<file path="src/rtl/scmva_pkg.sv">
// Shared types and codes for the sparse column matvec accumulate block.
package scmva_pkg;

	// Operation codes carried by an input item
	typedef enum logic [1:0] {
		OP_WRITE = 2'd0,
		OP_LOAD  = 2'd1,
		OP_ACC   = 2'd2,
		OP_READ  = 2'd3
	} opcode_t;

	// Controller states, one-hot
	typedef enum logic [7:0] {
		ST_IDLE  = 8'b0000_0001,
		ST_RD    = 8'b0000_0010,
		ST_MUL   = 8'b0000_0100,
		ST_MNORM = 8'b0000_1000,
		ST_MPACK = 8'b0001_0000,
		ST_ADD   = 8'b0010_0000,
		ST_ANORM = 8'b0100_0000,
		ST_APACK = 8'b1000_0000
	} state_t;

	// Commands from controller to datapath
	typedef struct packed {
		logic wr_entry;   // write data_value into the addressed entry
		logic ld_col;     // latch the column vector element
		logic rd_entry;   // start an entry read
		logic acc_start;  // start an accumulate: read entry, latch matrix value
		logic out_load;   // move read data into the output register
		logic mul;        // multiply matrix value by column element
		logic norm;       // one normalize step
		logic mpack;      // round and pack the product
		logic add;        // align and add entry and product
		logic apack;      // round, pack and write back the sum
	} cmd_t;

	// Status from datapath to controller
	typedef struct packed {
		logic in_range;   // row_index addresses a stored entry
		logic norm_done;  // mantissa is normalized or zero
	} status_t;

	localparam logic [31:0] CANON_NAN = 32'h7FC0_0000;
	localparam logic [30:0] INF_MAG   = 31'h7F80_0000;

endpackage

</file>
<file path="src/rtl/scmva_ctrl.sv">
// Controller state machine: input/output handshakes and operation sequencing.
module scmva_ctrl
	import scmva_pkg::*;
(
	input  logic    clk,
	input  logic    arst_n,
	input  logic    in_valid,
	output logic    in_stall,
	input  opcode_t op,
	output logic    out_valid,
	input  logic    out_stall,
	input  status_t status,
	output cmd_t    cmd
);

	state_t state_q, state_d;
	logic   out_valid_q;
	logic   accept;

	assign in_stall  = (state_q != ST_IDLE);
	assign accept    = in_valid && (state_q == ST_IDLE);
	assign out_valid = out_valid_q;

	// Command decode
	always_comb begin
		cmd           = '0;
		cmd.wr_entry  = accept && (op == OP_WRITE) && status.in_range;
		cmd.ld_col    = accept && (op == OP_LOAD);
		cmd.rd_entry  = accept && (op == OP_READ);
		cmd.acc_start = accept && (op == OP_ACC) && status.in_range;
		cmd.out_load  = (state_q == ST_RD) && (!out_valid_q || !out_stall);
		cmd.mul       = (state_q == ST_MUL);
		cmd.norm      = ((state_q == ST_MNORM) || (state_q == ST_ANORM)) && !status.norm_done;
		cmd.mpack     = (state_q == ST_MPACK);
		cmd.add       = (state_q == ST_ADD);
		cmd.apack     = (state_q == ST_APACK);
	end

	// Next state
	always_comb begin
		state_d = state_q;
		case (state_q)
			ST_IDLE: begin
				if (cmd.rd_entry) state_d = ST_RD;
				else if (cmd.acc_start) state_d = ST_MUL;
			end
			ST_RD: begin
				if (cmd.out_load) state_d = ST_IDLE;
			end
			ST_MUL:   state_d = ST_MNORM;
			ST_MNORM: begin
				if (status.norm_done) state_d = ST_MPACK;
			end
			ST_MPACK: state_d = ST_ADD;
			ST_ADD:   state_d = ST_ANORM;
			ST_ANORM: begin
				if (status.norm_done) state_d = ST_APACK;
			end
			ST_APACK: state_d = ST_IDLE;
			default:  state_d = ST_IDLE;
		endcase
	end

	always_ff @(posedge clk or negedge arst_n) begin
		if (!arst_n) begin
			state_q     <= ST_IDLE;
			out_valid_q <= 1'b0;
		end else begin
			state_q <= state_d;
			if (cmd.out_load) out_valid_q <= 1'b1;
			else if (!out_stall) out_valid_q <= 1'b0;
		end
	end

endmodule

</file>
<file path="config.mk">
export PLATFORM = sky130hd
export DESIGN_NAME = scmva_ctrl
export DESIGN_NICKNAME = d
export VERILOG_FILES = /design/src/rtl/scmva_pkg.sv /design/src/rtl/scmva_ctrl.sv
export SDC_FILE = /design/constraint.sdc
export NUM_CORES = 1
export LEC_CHECK = 0
export BUFFER_PORTS_ARGS = -buffer_cell sky130_fd_sc_hd__buf_2
export CAP_MARGIN = 10
export CORE_MARGIN = 1
export CORE_UTILIZATION = 40
export DETAILED_ROUTE_END_ITERATION = 8
export GPL_TIMING_DRIVEN = 0
export PLACE_DENSITY = 0.61
export SYNTH_ARGS = -nofsm -noshare
export SYNTH_HDL_FRONTEND = slang
export SYNTH_SLANG_ARGS = --single-unit
export TNS_END_PERCENT = 100
</file>
<file path="constraint.sdc">
create_clock -name clk -period 2 [get_ports clk]
set_input_delay 0.1 -clock clk [delete_from_list [all_inputs] [get_ports clk]]
set_output_delay 0.1 -clock clk [all_outputs]
set_load 0.02 [all_outputs]
</file>
### After elaboration in Yosys (flattened, before gate mapping)

Cells that the tools add are included.
W data, S select, Z words.

* output and inout bits: 12
* register bits: 9
* bits of input ports: 8
* word-level logic and storage cells: 43

* equality and inequality tests: 17
* multiplexer cells: 8
* reductions and logical operators: 16

Operators by type and width (number)
* $pmux W8 S7: 1
* $mux W8: 5
* $logic_and A1 B1 Y1: 9
* $eq A8 B1 Y1 const B: 1
* $eq A8 B2 Y1 const B: 1
* $eq A8 B3 Y1 const B: 1
* $eq A8 B4 Y1 const B: 1
* $eq A8 B5 Y1 const B: 1
* $eq A8 B6 Y1 const B: 1
* $eq A8 B7 Y1 const B: 1
* $eq A8 B8 Y1 const B: 1
* $ne A8 B1 Y1 const B: 1
* $ne A2 B2 Y1 const B: 3
* $eq A2 B2 Y1 const B: 2
* $reduce_and A4 Y1: 1
* $logic_not A1 Y1: 3
* $ne A3 B3 Y1 const B: 1
* $eq A2 B1 Y1 const B: 1
* $logic_not A2 Y1: 1
* $logic_or A1 B1 Y1: 2
* $mux W1: 2
* $ne A2 B1 Y1 const B: 1

### Depth between registers and ports, before layout

* depth after elaboration: 7
* gate-level depth with buffers: 5

### Worst setup path after synthesis

OpenSTA, ideal clock, no wires.

* kind: flip-flop to output port
* start: register state_q[6]
* end: output port cmd[9] (netlist name)
* buffers on the path: 1
* cell stages (with the launch flop): 6
* data arrival time: 1987 ps
* path slack: -87 ps
* required time: 1900 ps
* cell sequence: dfrtp_1 -> buf_6 -> or4_4 -> nor4b_4 -> inv_2 -> nor4b_2

RTL lines
* from (decl): line scmva_ctrl.sv:16 `state_t state_q, state_d;`
* from (signal assigned): line scmva_ctrl.sv:69 `state_q <= state_d;`
* to (decl): line scmva_ctrl.sv:13 `output cmd_t cmd`

==> metrics.csv <==
stage;metric;value;unit
worst_setup_path;Critical Path Max Stage Delay;570;ps
synth;post-synthesis adder-cell area fraction;0;%
worst_setup_path;family with the most delay on the worst path;simple AND/OR/NAND/NOR gates;
place;Area after DPL;763;um^2
cts;htree depth;1;
synth;Syn Nets;74;
power_and_ir_drop;P_sw;0.253;mW
worst_setup_path;CP endpoint kind;primary output;
place;placed cells;100;
grt;met3 Resource Use GR;3.04;%
cts;CTS tree;yes;
floorplanning;io pins;20;
cts;CTS Sinks;9;
grt;number of global-route vias before repair;543;
worst_setup_path;kind of critical path;reg -> out;
synth;Simple-Gate Fraction of Synth Area;41.1;%
power_and_ir_drop;Logic pwr share;52.5;%
power_and_ir_drop;Power, Total;0.735;mW
worst_setup_path;Buf/Inv on CP;2;
grt;grt met2 use;27.2;%
timing;Rel. slew slack;78.2;%
synth;post-synthesis mux area share;0;%
detailed_routing;WL final;1390;um
timing;setup tns final;-555;ps
floorplanning;Rows;13;
grt;total track usage;17.0;%
floorplanning;chip height;41.6;um
detailed_routing;drt first pass iters;4;
timing;worst-margin pin slew;326;ps
worst_setup_path;startpoint types;register;
layout;P&R area growth vs syn;54.1;%
grt;initial antenna violation count;0;
worst_setup_path;reg2reg end;state_q[6];
grt;grt met1 use;22.1;%
floorplanning;Die X;41.6;um
worst_setup_path;Req. time, crit path;1900;ps
cts;CTS buffer count;3;
worst_setup_path;CP arrival;2040;ps
timing;clk_skew;1.42;ps
synth;yosys warns;0;
synth;top cells by area, synth;dfrtp_1 32%, nor4b_2 4.8%, dfstp_2 4.2%, nor4b_4 3.8%, nor2_1 3.6%;
detailed_routing;final antenna-violating net count;0;
worst_setup_path;CP cell instances;or4_4 -> nor4b_4 -> inv_2 -> nor4b_4 -> buf_4;
timing;endpoints failing setup;8;
synth;Compound-Gate Fraction of Synth Area;13.6;%
synth;Mapped Cells;66;
place;GP Congestion;0.702;
worst_setup_path;CP max-delay cell;or4_4;
floorplanning;total core area;1380;um^2
flow_run;total of max-cap violations;0;
power_and_ir_drop;Int Pwr;0.481;mW
synth;Async SR Flop Fraction;100;%
place;post-detail-place hpwl;995;um
detailed_routing;Routed WL per cell;12.1;um
worst_setup_path;Crit path depth;5;
detailed_routing;initial DRC count;4;
layout;fraction of layout cells with a size suffix above 1;55.0;%
min_path;worst hold path class;in -> reg;
grt;total grt overflow;0;
synth;most frequent cell after synthesis;dfrtp_1;
power_and_ir_drop;Sw Ratio;34.5;%
synth;Yosys top cell area share;31.9;%
layout;fin nets;109;
timing;Tcrit/Tclk final;107;%
worst_setup_path;r2r startpoint;state_q[7];
timing;final-report hold violation count;0;
power_and_ir_drop;pwr dens;761;nW/um^2
status;violated checks;negative setup slack;
layout;fill count;134;
place;pre-CTS worst setup slack;-51.4;ps
synth;#FFs+latches synth;9;
worst_setup_path;Reg2Reg Setup Slack;-20;ps
timing;unrepaired setup endpoints after global routing;yes;
layout;final instance area;966;um^2
layout;# diodes;0;
synth;Post-Syn Area;627;um^2
detailed_routing;# DRC;0;
timing;Max Clk Rate;468;MHz
synth;Post-synth EDFFs;0;
timing;max-slew violations;0;
detailed_routing;routed vias/inst;5.50;
worst_setup_path;Worst Setup EP;cmd[9];
layout;Final Non-Filler Cells;115;
cts;clock tree buffer depth;2;
timing;Final WS setup;-137;ps
floorplanning;DIE AREA;1730;um^2
status;status;finished, violations left;
place;port bufs;19;
power_and_ir_drop;worst vdd ir;0.531;mV
synth;top cell type by total area after synthesis;dfrtp_1;
cts;clk_lat worst skew;250;ps
grt;first-pass GRT wire length;2280;um
cts;clk slew on worst S/H paths;50;ps
synth;Commonest cells post-synth;8 x dfrtp_1, 6 x nor2_1, 5 x nand2_1;
grt;most crowded layer after global routing;met2;
timing;minimum clock period;2140;ps
floorplanning;Starting Density;45.3;%
synth;syn avg cell area;9.50;um^2
worst_setup_path;R2R cell count;7;
worst_setup_path;Max Fanout on Critical Path;4;
cts;root buf cell;clkbuf_4;
synth;XOR/XNOR share of the synthesized area;4.19;%
power_and_ir_drop;clock network power share;17.6;%
power_and_ir_drop;Pleak;0.487;nW
worst_setup_path;crit path from;state_q[7];
detailed_routing;Vias;632;
synth;ys flop type;dfrtp_1;
power_and_ir_drop;sequential power share;30.0;%
synth;sequential fraction of the synthesis area;36.1;%
synth;largest family of logic cells by synthesized area;simple AND/OR/NAND/NOR gates;
worst_setup_path;Worst path most repeated cell;nor4b_4;
grt;pin count of the biggest net entering global routing;10;
synth;Distinct cells, synth;34;
worst min-delay path by stage:
stage / from / depth (start not counted) / end
finish: out_stall / 3 / out_valid
global placement: arst_n / 1 / state_q[6]
floorplan: arst_n / 0 / out_valid
global route: out_stall / 3 / out_valid
CTS: out_stall / 3 / out_valid
detailed placement: arst_n / 1 / state_q[6]
kinds of logic after synthesis:
family / after synthesis
XOR/XNOR: 3
AND/OR/NAND/NOR: 35
flip-flops: 9
AO/OA/AOI/OAI: 13
buffers and inverters: 6
cells in the final DEF (no fill, tap or decap), types with 2 or more instances in the layout:
cell / synthesis / routed
or4_4: 1 / 2
buf_4: 0 / 13
nand3_1: 2 / 2
inv_1: 2 / 2
nand2_1: 5 / 5
a21oi_1: 4 / 2
nor4b_4: 1 / 3
o211ai_1: 2 / 2
buf_2: 1 / 12
nor3b_2: 1 / 2
o21ai_0: 3 / 3
buf_6: 1 / 7
nor2_1: 6 / 5
xor2_1: 2 / 2
nand3b_1: 2 / 2
clkbuf_4: 0 / 3
dfrtp_1: 8 / 5
and4b_1: 2 / 2
nor2b_1: 2 / 2
dfrtp_2: 0 / 3
nor3_1: 3 / 2
flip-flops by register name (all words and copies together), names as in the netlist:
name	flops
state_q	8
out_valid	1
metal layers:
layer  share of wire [%]  vias to the layer above  routed length, um
li1                    -                      313                  -
met1                  47                      302                650
met2                  49                       15                682
met3                 3.5                        2                 48
met4                0.36                        0                  5
met5                   0                        -                  0
cell type report:
class	instances	area (um^2)	share of cell area [%]
Sequential cell	9	230	23.8
Buffer	1	5.00	0.518
Clock buffer	4	26.3	2.72
Tap cell	15	18.8	1.94
Multi-Input combinational cell	51	433	44.8
Inverter	3	11.3	1.17
Timing Repair Buffer	32	241	25.0
power groups by stage:
stage / registers (mW) / logic (mW) / clock network, mW
floorplan: 0.221 / 0.192 / 0
global placement: 0.221 / 0.253 / 0
detailed placement: 0.222 / 0.255 / 0
CTS: 0.219 / 0.317 / 0.140
global route: 0.223 / 0.419 / 0.148
finish: 0.220 / 0.385 / 0.129
what timing repair did:
item                                    in CTS  in global routing
buffers inserted                            11                  3
gates cloned                                 0                  0
resized for setup                           15                 12
hold buffers                                 1                  0
pin swaps                                    8                  6
endpoints found under the setup margin      10                 15
endpoints found under the hold margin        9                  0
metrics by stage:
stage	utilization, %	hold WS [ps]
global route	69.9	113
detailed placement	55.2	-43.5
global placement	55.2	-44.8
finish	69.9	78.6
floorplan	-	-196
CTS	66.6	68.8
tightest hold or removal path: stages:
cell,delay [ps]
buf_2,90
nand2_1,50
nand2_1,50
(Power assumes the default switching activity.)
